===== config.mk =====
export PLATFORM = sky130hd
export DESIGN_NAME = nptp_out_fifo
export DESIGN_NICKNAME = d
export VERILOG_FILES = /design/src/rtl/nptp_pkg.sv /design/src/rtl/nptp_out_fifo.sv
export SDC_FILE = /design/constraint.sdc
export NUM_CORES = 1
export LEC_CHECK = 0
export BUFFER_PORTS_ARGS = -buffer_cell sky130_fd_sc_hd__buf_2
export CAP_MARGIN = 0
export CORE_ASPECT_RATIO = 0.6
export CORE_UTILIZATION = 60
export CTS_BUF_LIST = sky130_fd_sc_hd__clkbuf_8
export CTS_CLUSTER_SIZE = 20
export DETAILED_ROUTE_END_ITERATION = 8
export PLACE_DENSITY = 0.95
export SLEW_MARGIN = 40
export SYNTH_ARGS = -nofsm -noshare
export SYNTH_HDL_FRONTEND = slang
export SYNTH_SLANG_ARGS = --single-unit

===== constraint.sdc =====
create_clock -name clk -period 10.8 [get_ports clk]
set_input_delay 2.16 -clock clk [delete_from_list [all_inputs] [get_ports clk]]
set_output_delay 2.16 -clock clk [all_outputs]
set_load 0.05 [all_outputs]

===== src/rtl/nptp_pkg.sv =====
// ----------------------------------------------------------------------------
// nptp_pkg
// Shared types, constants and helper functions for the pattern token parser.
// ----------------------------------------------------------------------------
`default_nettype none
package nptp_pkg;

	localparam int MAX_EVENTS_DEF = 256;
	localparam int TOKEN_MAX_DEF  = 63;

	localparam logic [7:0] NOTE_REST = 8'd0;
	localparam logic [7:0] NOTE_K = 8'd250;
	localparam logic [7:0] NOTE_S = 8'd251;
	localparam logic [7:0] NOTE_H = 8'd252;
	localparam logic [7:0] NOTE_O = 8'd253;
	localparam logic [4:0] BAR_STEPS = 5'd16;
	localparam logic [4:0] BAR_SAT   = 5'd17;

	localparam logic [7:0] DUTY_DEF    = 8'd50;
	localparam logic [7:0] GAIN_DEF    = 8'd60;
	localparam logic [7:0] DECAY_DEF   = 8'd0;
	localparam logic [7:0] SUSTAIN_DEF = 8'd100;

	// status codes
	localparam logic [2:0] ST_OK       = 3'd0;
	localparam logic [2:0] ST_EVENTS   = 3'd1;
	localparam logic [2:0] ST_BAR      = 3'd2;
	localparam logic [2:0] ST_HDR_LATE = 3'd3;
	localparam logic [2:0] ST_BAD_VAL  = 3'd4;
	localparam logic [2:0] ST_UNKNOWN  = 3'd5;

	// token phases
	localparam logic [3:0] PH_START    = 4'd0;  // no char yet
	localparam logic [3:0] PH_PREFIX   = 4'd1;  // could still be a header
	localparam logic [3:0] PH_HVAL     = 4'd2;  // header value digits
	localparam logic [3:0] PH_BAR      = 4'd3;  // lone '|'
	localparam logic [3:0] PH_LEN0     = 4'd4;  // after note body, expect ':' or end
	localparam logic [3:0] PH_LENNUM   = 4'd5;  // ':' seen, digits
	localparam logic [3:0] PH_OCT      = 4'd6;  // note letter seen, expect '#' or digit
	localparam logic [3:0] PH_OCTD     = 4'd7;  // '#' seen, expect digit
	localparam logic [3:0] PH_BAD      = 4'd8;  // token is already unknown
	localparam logic [3:0] PH_HBAD     = 4'd9;  // header with bad value

	localparam logic [1:0] HDR_DUTY    = 2'd0;
	localparam logic [1:0] HDR_GAIN    = 2'd1;
	localparam logic [1:0] HDR_DECAY   = 2'd2;
	localparam logic [1:0] HDR_SUSTAIN = 2'd3;

	localparam logic FUNC_CHAR = 1'b0;
	localparam logic FUNC_END  = 1'b1;

	typedef struct packed {
		logic [7:0] duty;
		logic [7:0] gain;
		logic [7:0] decay;
		logic [7:0] sustain;
	} settings_t;

	typedef struct packed {
		logic       kind;
		logic [7:0] note_code;
		logic [7:0] step_len;
		logic [2:0] status;
		settings_t  sets;
		logic [15:0] total_steps;
		logic [8:0] event_count;
	} result_t;

	function automatic logic [3:0] semitone_of(input logic [2:0] idx);
		logic [3:0] r;
		begin
			unique case (idx)
				3'd0: r = 4'd9;
				3'd1: r = 4'd11;
				3'd2: r = 4'd0;
				3'd3: r = 4'd2;
				3'd4: r = 4'd4;
				3'd5: r = 4'd5;
				3'd6: r = 4'd7;
				default: r = 4'd0;
			endcase
			return r;
		end
	endfunction

	// header name character at a given position, 0 past the '='
	function automatic logic [7:0] hdr_char(input logic [1:0] w, input logic [2:0] p);
		logic [63:0] s;
		begin
			unique case (w)
				HDR_DUTY:    s = {"duty=", 24'h0};
				HDR_GAIN:    s = {"gain=", 24'h0};
				HDR_DECAY:   s = {"decay=", 16'h0};
				default:     s = "sustain=";
			endcase
			return s[63 - 8*p -: 8];
		end
	endfunction

	function automatic logic [3:0] hdr_len(input logic [1:0] w);
		logic [3:0] r;
		begin
			unique case (w)
				HDR_DUTY:  r = 4'd5;
				HDR_GAIN:  r = 4'd5;
				HDR_DECAY: r = 4'd6;
				default:   r = 4'd8;
			endcase
			return r;
		end
	endfunction

	function automatic logic [8:0] acc_digit(input logic [8:0] acc, input logic [7:0] c);
		logic [12:0] t;
		begin
			t = {acc, 3'b000} + {2'b00, acc, 1'b0} + {9'd0, c[3:0]} - 13'd0;
			return (t > 13'd256) ? 9'd256 : t[8:0];
		end
	endfunction

endpackage
`default_nettype wire


===== src/rtl/nptp_out_fifo.sv =====
// ----------------------------------------------------------------------------
// nptp_out_fifo
// Four-entry result queue; absorbs the up to two results of one beat.
// ----------------------------------------------------------------------------
`default_nettype none
module nptp_out_fifo
	import nptp_pkg::*;
(
	input  wire logic    clk,
	input  wire logic    arst_n,
	input  wire logic    push0,
	input  wire result_t din0,
	input  wire logic    push1,
	input  wire result_t din1,
	output logic         space2,
	output logic         valid,
	output result_t      dout,
	input  wire logic    pop
);
	result_t     mem_q [4];
	logic [2:0]  rd_q, wr_q;
	logic [2:0]  cnt;
	logic        do_pop;

	assign cnt    = wr_q - rd_q;
	assign valid  = (cnt != 3'd0);
	assign dout   = mem_q[rd_q[1:0]];
	assign do_pop = pop && valid;
	// room for two from the registered count only, so pop never reaches ready
	assign space2 = (cnt <= 3'd2);

	always_ff @(posedge clk or negedge arst_n) begin
		if (!arst_n) begin
			rd_q <= '0;
			wr_q <= '0;
		end else begin
			rd_q <= rd_q + {2'b00, do_pop};
			wr_q <= wr_q + {2'b00, push0} + {2'b00, push1};
		end
	end

	always_ff @(posedge clk) begin
		if (push0) mem_q[wr_q[1:0]] <= din0;
		if (push1) mem_q[push0 ? wr_q[1:0] + 2'd1 : wr_q[1:0]] <= din1;
	end
endmodule
`default_nettype wire


==> flow_metrics.env, run 1 <==
export IMPL_tns_ns=0
export IMPL_synth_edf_count=308
export IMPL_combPwrFrac=0.485
export IMPL_die_h_um=125.8
export IMPL_share_clk_of_total_power=0.154
export IMPL_die_w_um=208.3
export IMPL_period_needed_ns=4.967
export IMPL_io_buffers=237
export IMPL_wl_per_cell_um=24.62
export IMPL_cp_required_ns=8.64
export IMPL_status="finished, final reports clean"
export IMPL_p_per_area_nw_per_um2=327.6
export IMPL_cpMaxStageDelayCell="dfrtp_1"
export IMPL_grt_pass1_wl_um=53960
export IMPL_slew_viol_final=0
export IMPL_period_share=0.4600
export IMPL_postCtsSetupRepairBufs=0
export IMPL_crit_type="reg -> out"
export IMPL_max_vdd_ir_drop_mv=0.2015
export IMPL_crit_fanout=8
export IMPL_synth_area_um2=15320
export IMPL_postLayoutSetupSlackWorst_ns=5.833
export IMPL_switching_power_w=0.002468
export IMPL_fillCellCount=1470
export IMPL_cts_hold_buf=0
export IMPL_clkLatencyLatePin_ns=0.59
export IMPL_drt_wl_total_um=34740
export IMPL_placementRows=44
export IMPL_power_switching_share=0.4249
export IMPL_worst_pin_slew_ns=0.8326
export IMPL_drt_first_pass_iters=5
export IMPL_ios=238
export IMPL_htree_levels=2
export IMPL_cts_buffers=46
export IMPL_crit_arrival_ns=2.81
export IMPL_worstSetupEndpointType="output port"
export IMPL_antenna_found_initial=8
export IMPL_avgSynthCellArea_um2=19.30
export IMPL_preCtsSetupSlack_ns=6.192
export IMPL_async_flop_share=0.01911
export IMPL_cp_top_family="adder cells"
export IMPL_drc=0
export IMPL_place_congestion=0.7512
export IMPL_syn_to_final_growth_pct=15.69
export IMPL_vias=8672
export IMPL_ys_seq_area_frac=0.6134
export IMPL_cts_tree="done"
export IMPL_cts_sinks=314
export IMPL_drive_above_1_share=0.6198
export IMPL_start_kind="flip-flop"
export IMPL_grt_setup_unrepaired="false"
export IMPL_drtAntennaViolNets=0
export IMPL_grt_max_degree=78
export IMPL_relSlewSlack=0.4450
export IMPL_syn_nets=963
export IMPL_cp_num_buf_inv=3
export IMPL_crit_chain="inv_1, ha_1, inv_1, fa_1, xor2_1, xnor2_1, or3_1, buf_2"
export IMPL_core_um2=24610
export IMPL_clk_pin_slew_ns=0.07
export IMPL_intPower_w=0.003340
export IMPL_slowest_delay_ns=0.49
export IMPL_start_util=0.6226
export IMPL_overflow=0
export IMPL_nNetsFinal=1214
export IMPL_synth_cell_types=27
export IMPL_cts_resized=0
export IMPL_grtUsageTotal=0.2732
export IMPL_clockBufferDepth=3
export IMPL_setup_viol=0
export IMPL_syn_inst=794
export IMPL_ys_seq_elements=314
export IMPL_p_leak_nw=6.407
export IMPL_cp_common_cell="inv_1"
export IMPL_dp_hpwl_um=21700
export IMPL_sequentialPowerShare=0.361
export IMPL_dieArea_um2=26200
export IMPL_fmax_mhz=201.3
export IMPL_grt_pass1_vias=9404
export IMPL_hp_class="reg -> reg"
export IMPL_cts_root_buf="clkbuf_8"
export IMPL_synth_flop_cell="edfxtp_1"
export IMPL_post_drt_via_cell_ratio=6.146
export IMPL_drt_iter0_drc=677
export IMPL_hold_viol=0
export IMPL_synth_warnings=0
export IMPL_fin_skew_ns=0.03777
export IMPL_cap_viol_max_count=0
==> routing by layer <==
metal | track usage | up-vias | part of all wire
li1 | - | 3773 | -
met1 | 0.3695 | 4426 | 0.42
met2 | 0.4381 | 403 | 0.48
met3 | 0.07631 | 68 | 0.085
met4 | 0.07930 | 2 | 0.022
met5 | 0 | - | 0.00037
==> cells by family after synthesis <==
| family | share of synthesized area |
|---|---|
| buffers and inverters | 0.02425 |
| adder cells (fa/ha/maj) | 0.009146 |
| flip-flops | 0.6134 |
| AO/OA/AOI/OAI | 0.006287 |
| multiplexers | 0.3395 |
| XOR/XNOR | 0.002287 |
| AND/OR/NAND/NOR | 0.005063 |
==> layout make-up <==
| type | count | area, µm² | share of cell area |
|---|---|---|---|
| Timing Repair Buffer | 255 | 1423 | 0.08026 |
| Sequential cell | 314 | 9407 | 0.5307 |
| Multi-Input combinational cell | 419 | 5597 | 0.3157 |
| Tap cell | 322 | 402.9 | 0.02273 |
| Antenna cell | 8 | 20.02 | 0.001129 |
| Inverter | 9 | 33.78 | 0.001906 |
| Clock buffer | 49 | 674.4 | 0.03805 |
| Clock inverter | 35 | 168.9 | 0.009529 |
==> power groups by stage <==
| stage | clock network (W) | logic (W) | registers [W] |
|---|---|---|---|
| after floorplan | 0 | 0.00219 | 0.00206 |
| after global placement | 0 | 0.00269 | 0.00214 |
| after detailed placement | 0 | 0.00282 | 0.00212 |
| after CTS | 0.000911 | 0.00284 | 0.00210 |
| after global routing | 0.000964 | 0.00295 | 0.00214 |
| final | 0.000895 | 0.00282 | 0.00210 |
==> worst paths after layout <==
kind                               from           end  slack, ns  cells past startpoint
worst max-delay path            wr_q[0]         valid       5.83                      8
worst min-delay path            wr_q[2]       wr_q[2]       0.49                      1
worst max register to register  wr_q[0]  mem_q[1][33]       7.38                      6
worst min register to register  wr_q[2]       wr_q[2]       0.49                      1
max in group asynchronous        arst_n       rd_q[2]       9.24                      1
min in group asynchronous        arst_n       wr_q[2]       1.38                      1
==> cell usage after synthesis, types with 2 or more instances <==
cell type,number,share of area
edfxtp_1,308,0.60
mux2_1,38,0.028
buf_2,24,0.0078
a31oi_4,2,0.0028
o22ai_2,2,0.0016
xor2_1,3,0.0017
nand2_1,6,0.0015
mux2_2,270,0.20
inv_1,9,0.0022
a21o_1,2,0.00098
mux4_2,77,0.11
dfrtp_1,6,0.0098
buf_4,10,0.0049
ha_1,8,0.0065
buf_6,10,0.0073
clkbuf_1,7,0.0017
fa_1,2,0.0026
==> layout by cell type (no fill, tap or decap), types with 2 or more instances in the layout <==
cell type  count
mux4_2        77
xor2_1         3
fa_1           2
nand2_4        2
buf_2        237
buf_4          6
dfrtp_1        4
mux2_1        38
mux2_2       270
buf_8          5
dfrtp_4        2
a31oi_4        2
clkinv_2       5
diode_2        8
a21o_4         2
nand2_1        4
buf_6          2
edfxtp_1     308
o22ai_4        2
clkbuf_8      50
ha_1           8
buf_12         4
inv_1         25
clkinv_1      12
==> through the flow <==
stage / instance area, µm² / total power, W / cells / hold slack (ns) / utilization
3_3_place_gp: 16690 / 0.004827 / 1310 / 0.4750 / 0.6784
2_1_floorplan: 15320 / 0.004251 / 794 / 0.4576 / -
6_report: 17730 / 0.005808 / 1411 / 0.4925 / 0.7203
3_5_place_dp: 16860 / 0.004948 / 1319 / 0.4824 / 0.6850
5_1_grt: 17710 / 0.006051 / 1404 / 0.5235 / 0.7196
4_1_cts: 17700 / 0.005848 / 1403 / 0.4913 / 0.7192
==> sequential cells by signal, summed over array words and instances (netlist names) <==
name	flops
mem_q	308
rd_q	3
wr_q	3
No activity file was read; power rests on OpenSTA's default activity.
==> run 2: changes to the inputs <==
--- a/config.mk
+++ b/config.mk
@@ -8,11 +8,11 @@
 export BUFFER_PORTS_ARGS = -buffer_cell sky130_fd_sc_hd__buf_2
 export CAP_MARGIN = 0
 export CORE_ASPECT_RATIO = 0.6
-export CORE_UTILIZATION = 60
+export CORE_UTILIZATION = 53
 export CTS_BUF_LIST = sky130_fd_sc_hd__clkbuf_8
 export CTS_CLUSTER_SIZE = 20
 export DETAILED_ROUTE_END_ITERATION = 8
-export PLACE_DENSITY = 0.95
+export PLACE_DENSITY = 0.89
 export SLEW_MARGIN = 40
 export SYNTH_ARGS = -nofsm -noshare
 export SYNTH_HDL_FRONTEND = slang
==> constraint.sdc (replaced) <==
create_clock -name clk -period 4.4 [get_ports clk]
set_input_delay 0.88 -clock clk [delete_from_list [all_inputs] [get_ports clk]]
set_output_delay 0.88 -clock clk [all_outputs]
set_load 0.05 [all_outputs]
==> run 2 against run 1 <==
Clock power is 150% higher. Via count is 2.7% lower. First-iteration DRC count is 4.1% higher. Largest cell class unchanged.
==> flow_metrics.env, run 2 (synthesis results as in run 1) <==
export IMPL_cts_root_buf="clkbuf_8"
export IMPL_worstSetupEndpointType="output port"
export IMPL_holdWs_ns=0.1326
export IMPL_cts_tree="done"
export IMPL_place_congestion=0.7630
export IMPL_tns_ns=0
export IMPL_cpMaxStageDelayCell="dfrtp_4"
export IMPL_cts_sinks=314
export IMPL_relSlewSlack=0.4915
export IMPL_largest_reg_flops=308
export IMPL_worst_pin_slew_ns=0.7621
export IMPL_syn_to_final_growth_pct=15.70
export IMPL_htree_levels=2
export IMPL_io_buffers=237
export IMPL_grtUsageTotal=0.2360
export IMPL_die_h_um=133.7
export IMPL_grt_pass1_vias=9141
export IMPL_hold_viol=0
export IMPL_intPower_w=0.008155
export IMPL_core_um2=27990
export IMPL_share_clk_of_total_power=0.156
export IMPL_p_total_w=0.01419
export IMPL_sequentialPowerShare=0.366
export IMPL_wl_per_cell_um=23.65
export IMPL_cp_required_ns=3.52
export IMPL_drt_iter0_drc=705
export IMPL_drc=0
export IMPL_ios=238
export IMPL_switching_power_w=0.006031
export IMPL_power_switching_share=0.4251
export IMPL_nNetsFinal=1209
export IMPL_crit_arrival_ns=2.86
export IMPL_slew_viol_final=0
export IMPL_grt_setup_unrepaired="false"
export IMPL_setup_viol=0
export IMPL_fmax_mhz=267.2
export IMPL_status="finished, final reports clean"
export IMPL_drt_first_pass_iters=5
export IMPL_fin_skew_ns=0.01147
export IMPL_period_needed_ns=3.742
export IMPL_crit_type="reg -> out"
export IMPL_final_common_cell="edfxtp_1"
export IMPL_cap_viol_max_count=0
export IMPL_antenna_found_initial=7
export IMPL_placementRows=47
export IMPL_clockBufferDepth=3
export IMPL_slowest_delay_ns=0.84
export IMPL_vias=8441
export IMPL_p_per_area_nw_per_um2=800.2
export IMPL_max_vdd_ir_drop_mv=0.7650
export IMPL_dp_hpwl_um=20580
export IMPL_crit_fanout=40
export IMPL_p_leak_nw=6.361
export IMPL_post_drt_via_cell_ratio=5.813
export IMPL_die_w_um=221.5
export IMPL_clk_pin_slew_ns=0.07
export IMPL_postCtsSetupRepairBufs=0
export IMPL_start_kind="flip-flop"
export IMPL_cts_buffers=46
export IMPL_start_util=0.5474
export IMPL_rrSetupSlack_ns=1.56
export IMPL_combPwrFrac=0.479
export IMPL_hp_class="in -> async"
export IMPL_crit_chain="inv_1, fa_1, xor2_1, xnor2_1, or3_1, buf_2"
export IMPL_grt_max_degree=78
export IMPL_layout_common_cells="edfxtp_1, mux2_2, buf_2"
export IMPL_drt_wl_total_um=34340
export IMPL_grt_pass1_wl_um=52860
export IMPL_clkLatencyLatePin_ns=0.57
export IMPL_cts_hold_buf=0
export IMPL_period_share=0.8504
export IMPL_drive_above_1_share=0.6156
export IMPL_cts_resized=0
export IMPL_dieArea_um2=29620
export IMPL_overflow=0
export IMPL_drtAntennaViolNets=0
## run 2: cell count changes in the layout (fill, tap and decap cells not counted)
| cell | previous run | this run |
|---|---|---|
| clkinv_1 | 12 | 18 |
| buf_12 | 4 | 7 |
| inv_6 | 1 | 0 |
| clkinv_2 | 5 | 4 |
| clkbuf_8 | 50 | 49 |
| buf_8 | 5 | 0 |
| inv_1 | 25 | 22 |
| buf_6 | 2 | 0 |
## run 2: worst max-delay path: cells and delay by family (launching register included)
family	cells	cell delay, ns
XOR/XNOR	2	0.33
adder cells (fa/ha/maj)	1	0.45
buffers and inverters	2	0.37
flip-flops	1	0.84
AND/OR/NAND/NOR	1	0.31
## run 2: power groups by stage
stage / combinational (W) / clock [W] / sequential [W]
floorplan: 0.00538 / 0 / 0.00505
global placement: 0.00678 / 0 / 0.00520
detailed placement: 0.00684 / 0 / 0.00526
CTS: 0.00686 / 0.00226 / 0.00520
global route: 0.00711 / 0.00238 / 0.00529
finish: 0.00679 / 0.00221 / 0.00519
## run 2: final timing paths
kind | start | endpoint | cells past startpoint
max | rd_q[1] | valid | 6
min | arst_n | wr_q[0] | 1
max reg2reg | wr_q[0] | mem_q[1][3] | 6
min reg2reg | rd_q[2] | rd_q[2] | 1
max in group asynchronous | arst_n | rd_q[0] | 1
min in group clk | rd_q[2] | rd_q[2] | 1
## run 2: layout make-up
class                   count  area, µm²
flip-flops and latches    314       9407
clock inverters            36      166.4
repair buffers            250       1371
inverters                   9      33.78
fillers                  1980      10260
clock buffers              49      674.4
multi-input cells         419       5597
diodes                      8      20.02
well taps                 367      459.2
## run 2: per-stage QoR
step	cells	utilization	setup WS, ns	cell area (µm²)
2_1_floorplan	794	-	0.5804	15320
3_3_place_gp	1359	0.6026	1.244	16870
3_5_place_dp	1359	0.6026	1.223	16870
4_1_cts	1444	0.6326	0.5879	17710
5_1_grt	1446	0.6328	0.4719	17710
6_report	1452	0.6333	0.6580	17730
## run 2: per-layer routing
layer | share of wire | global-route usage | up-vias
met5 | 0.00058 | 0 | -
met1 | 0.44 | 0.3220 | 4321
met3 | 0.077 | 0.06573 | 45
met4 | 0.016 | 0.07060 | 4
li1 | - | - | 3770
met2 | 0.47 | 0.3731 | 301
==> run 3: changes to the inputs <==
--- a/config.mk
+++ b/config.mk
@@ -7,7 +7,7 @@
 export LEC_CHECK = 0
 export BUFFER_PORTS_ARGS = -buffer_cell sky130_fd_sc_hd__buf_2
 export CAP_MARGIN = 0
-export CORE_ASPECT_RATIO = 0.6
+export CORE_ASPECT_RATIO = 0.8
 export CORE_UTILIZATION = 53
 export CTS_BUF_LIST = sky130_fd_sc_hd__clkbuf_8
 export CTS_CLUSTER_SIZE = 20
==> run 3 against run 2 <==
Via count fell by 0.46%. Sequential power down 3%. Sequential cell count is the same. Final cell count is the same. First-iteration DRC count is 34% lower. Largest cell class unchanged. Largest power group unchanged.
==> flow_metrics.env, run 3 (synthesis results as in run 1) <==
export IMPL_cts_root_buf="clkbuf_8"
export IMPL_grt_max_degree=79
export IMPL_cp_common_cell="inv_1"
export IMPL_wl_per_cell_um=22.86
export IMPL_drc=0
export IMPL_cts_resized=0
export IMPL_core_um2=28350
export IMPL_slew_viol_final=0
export IMPL_clkLatencyLatePin_ns=0.59
export IMPL_nNetsFinal=1211
export IMPL_cp_required_ns=3.52
export IMPL_start_kind="flip-flop"
export IMPL_htree_levels=2
export IMPL_syn_to_final_growth_pct=15.83
export IMPL_dieArea_um2=29600
export IMPL_fmax_mhz=272.4
export IMPL_cp_num_buf_inv=3
export IMPL_die_w_um=192.1
export IMPL_layout_common_cells="edfxtp_1, mux2_2, buf_2"
export IMPL_drt_first_pass_iters=5
export IMPL_drtAntennaViolNets=0
export IMPL_dp_hpwl_um=19140
export IMPL_setup_viol=0
export IMPL_cp_top_family="adder cells"
export IMPL_tns_ns=0
export IMPL_worst_pin_slew_ns=0.7748
export IMPL_crit_chain="inv_1, ha_1, inv_1, fa_1, xor2_1, xnor2_1, or3_1, buf_2"
export IMPL_drt_iter0_drc=466
export IMPL_cts_sinks=314
export IMPL_hold_viol=0
export IMPL_p_total_w=0.01418
export IMPL_cts_hold_buf=0
export IMPL_place_congestion=0.8107
export IMPL_r2r_start="wr_q[0]"
export IMPL_worstSetupEndpointType="output port"
export IMPL_post_drt_via_cell_ratio=5.787
export IMPL_cts_buffers=50
export IMPL_r2r_end="mem_q[0][51]"
export IMPL_postCtsSetupRepairBufs=0
export IMPL_period_needed_ns=3.672
export IMPL_crit_type="reg -> out"
export IMPL_clockBufferDepth=3
export IMPL_vias=8402
export IMPL_grt_pass1_vias=9095
export IMPL_cts_tree="done"
export IMPL_overflow=0
export IMPL_drive_above_1_share=0.6162
export IMPL_largest_reg_flops=308
export IMPL_crit_arrival_ns=2.79
export IMPL_wl_met1_um=13680
export IMPL_start_util=0.5404
export IMPL_fin_skew_ns=0.01433
export IMPL_place_area_um2=16870
export IMPL_reg2regPathDepth=6
export IMPL_rrSetupSlack_ns=1.56
export IMPL_final_common_cell="edfxtp_1"
export IMPL_cpMaxStageDelayCell="dfrtp_1"
export IMPL_p_per_area_nw_per_um2=799.1
export IMPL_p_leak_nw=6.388
export IMPL_grt_setup_unrepaired="false"
export IMPL_crit_fanout=8
export IMPL_drt_wl_total_um=33190
export IMPL_wl_met2_um=15800
export IMPL_cap_viol_max_count=0
export IMPL_clk_pin_slew_ns=0.06
export IMPL_wl_met3_um=3145
export IMPL_antenna_found_initial=8
export IMPL_hp_class="in -> async"
export IMPL_max_vdd_ir_drop_mv=0.9778
export IMPL_ios=238
export IMPL_status="finished, final reports clean"
export IMPL_relSlewSlack=0.4835
export IMPL_slowest_delay_ns=0.47
export IMPL_fin_area_um2=17750
export IMPL_grtUsageTotal=0.2279
export IMPL_placementRows=55
export IMPL_grt_pass1_wl_um=50630
export IMPL_period_share=0.8345
export IMPL_io_buffers=237
export IMPL_die_h_um=154.1
export IMPL_topRoutingLayerUsed="met5"
## run 3: cell types whose count changed in the layout (fill, tap and decap cells not counted), sizes merged, moves of 2 or more
cell / delta
clkinv: -10
diode: -2
buf: -2
inv: +7
clkbuf: +4
## run 3: per-stage QoR
step | cells | setup slack, ns | utilization | hold slack (ns)
detailed placement | 1360 | 1.336 | 0.5951 | 0.4793
finish | 1452 | 0.7284 | 0.6259 | 0.1103
floorplan | 794 | 0.5804 | - | 0.4576
global placement | 1360 | 1.408 | 0.5950 | 0.4883
global route | 1447 | 0.5414 | 0.6255 | 0.08365
CTS | 1446 | 0.7014 | 0.6254 | 0.07402
## run 3: area by class of cell
class / count / area (µm²)
clock inverters: 33 / 130.1
diodes: 6 / 15.01
well taps: 370 / 462.9
multi-input cells: 419 / 5597
fillers: 2066 / 10610
inverters: 9 / 33.78
clock buffers: 53 / 729.5
flip-flops and latches: 314 / 9407
repair buffers: 248 / 1373
## run 3: report_power, final
group	total (W)	leakage, nW	internal, W	switching, W
registers	0.00505	2.95	0.00476	0.000288
logic	0.00692	2.93	0.00231	0.00461
clock network	0.00221	0.511	0.00110	0.00111
total	0.0142	6.39	0.00818	0.00601
## run 3: worst max-delay path by stage
stage	startpoint	endpoint	slack [ns]	cells after the start
floorplan	push0	mem_q[1][0]	0.58	6
global placement	wr_q[0]	valid	1.41	8
detailed placement	wr_q[0]	valid	1.34	8
CTS	wr_q[0]	valid	0.70	8
global route	wr_q[0]	valid	0.54	8
finish	wr_q[0]	valid	0.73	8
## run 3: per-layer routing
metal,up-vias,global-route usage
met3,48,0.07418
met4,8,0.06412
met1,4271,0.2947
li1,3775,-
met2,300,0.3689
met5,-,0
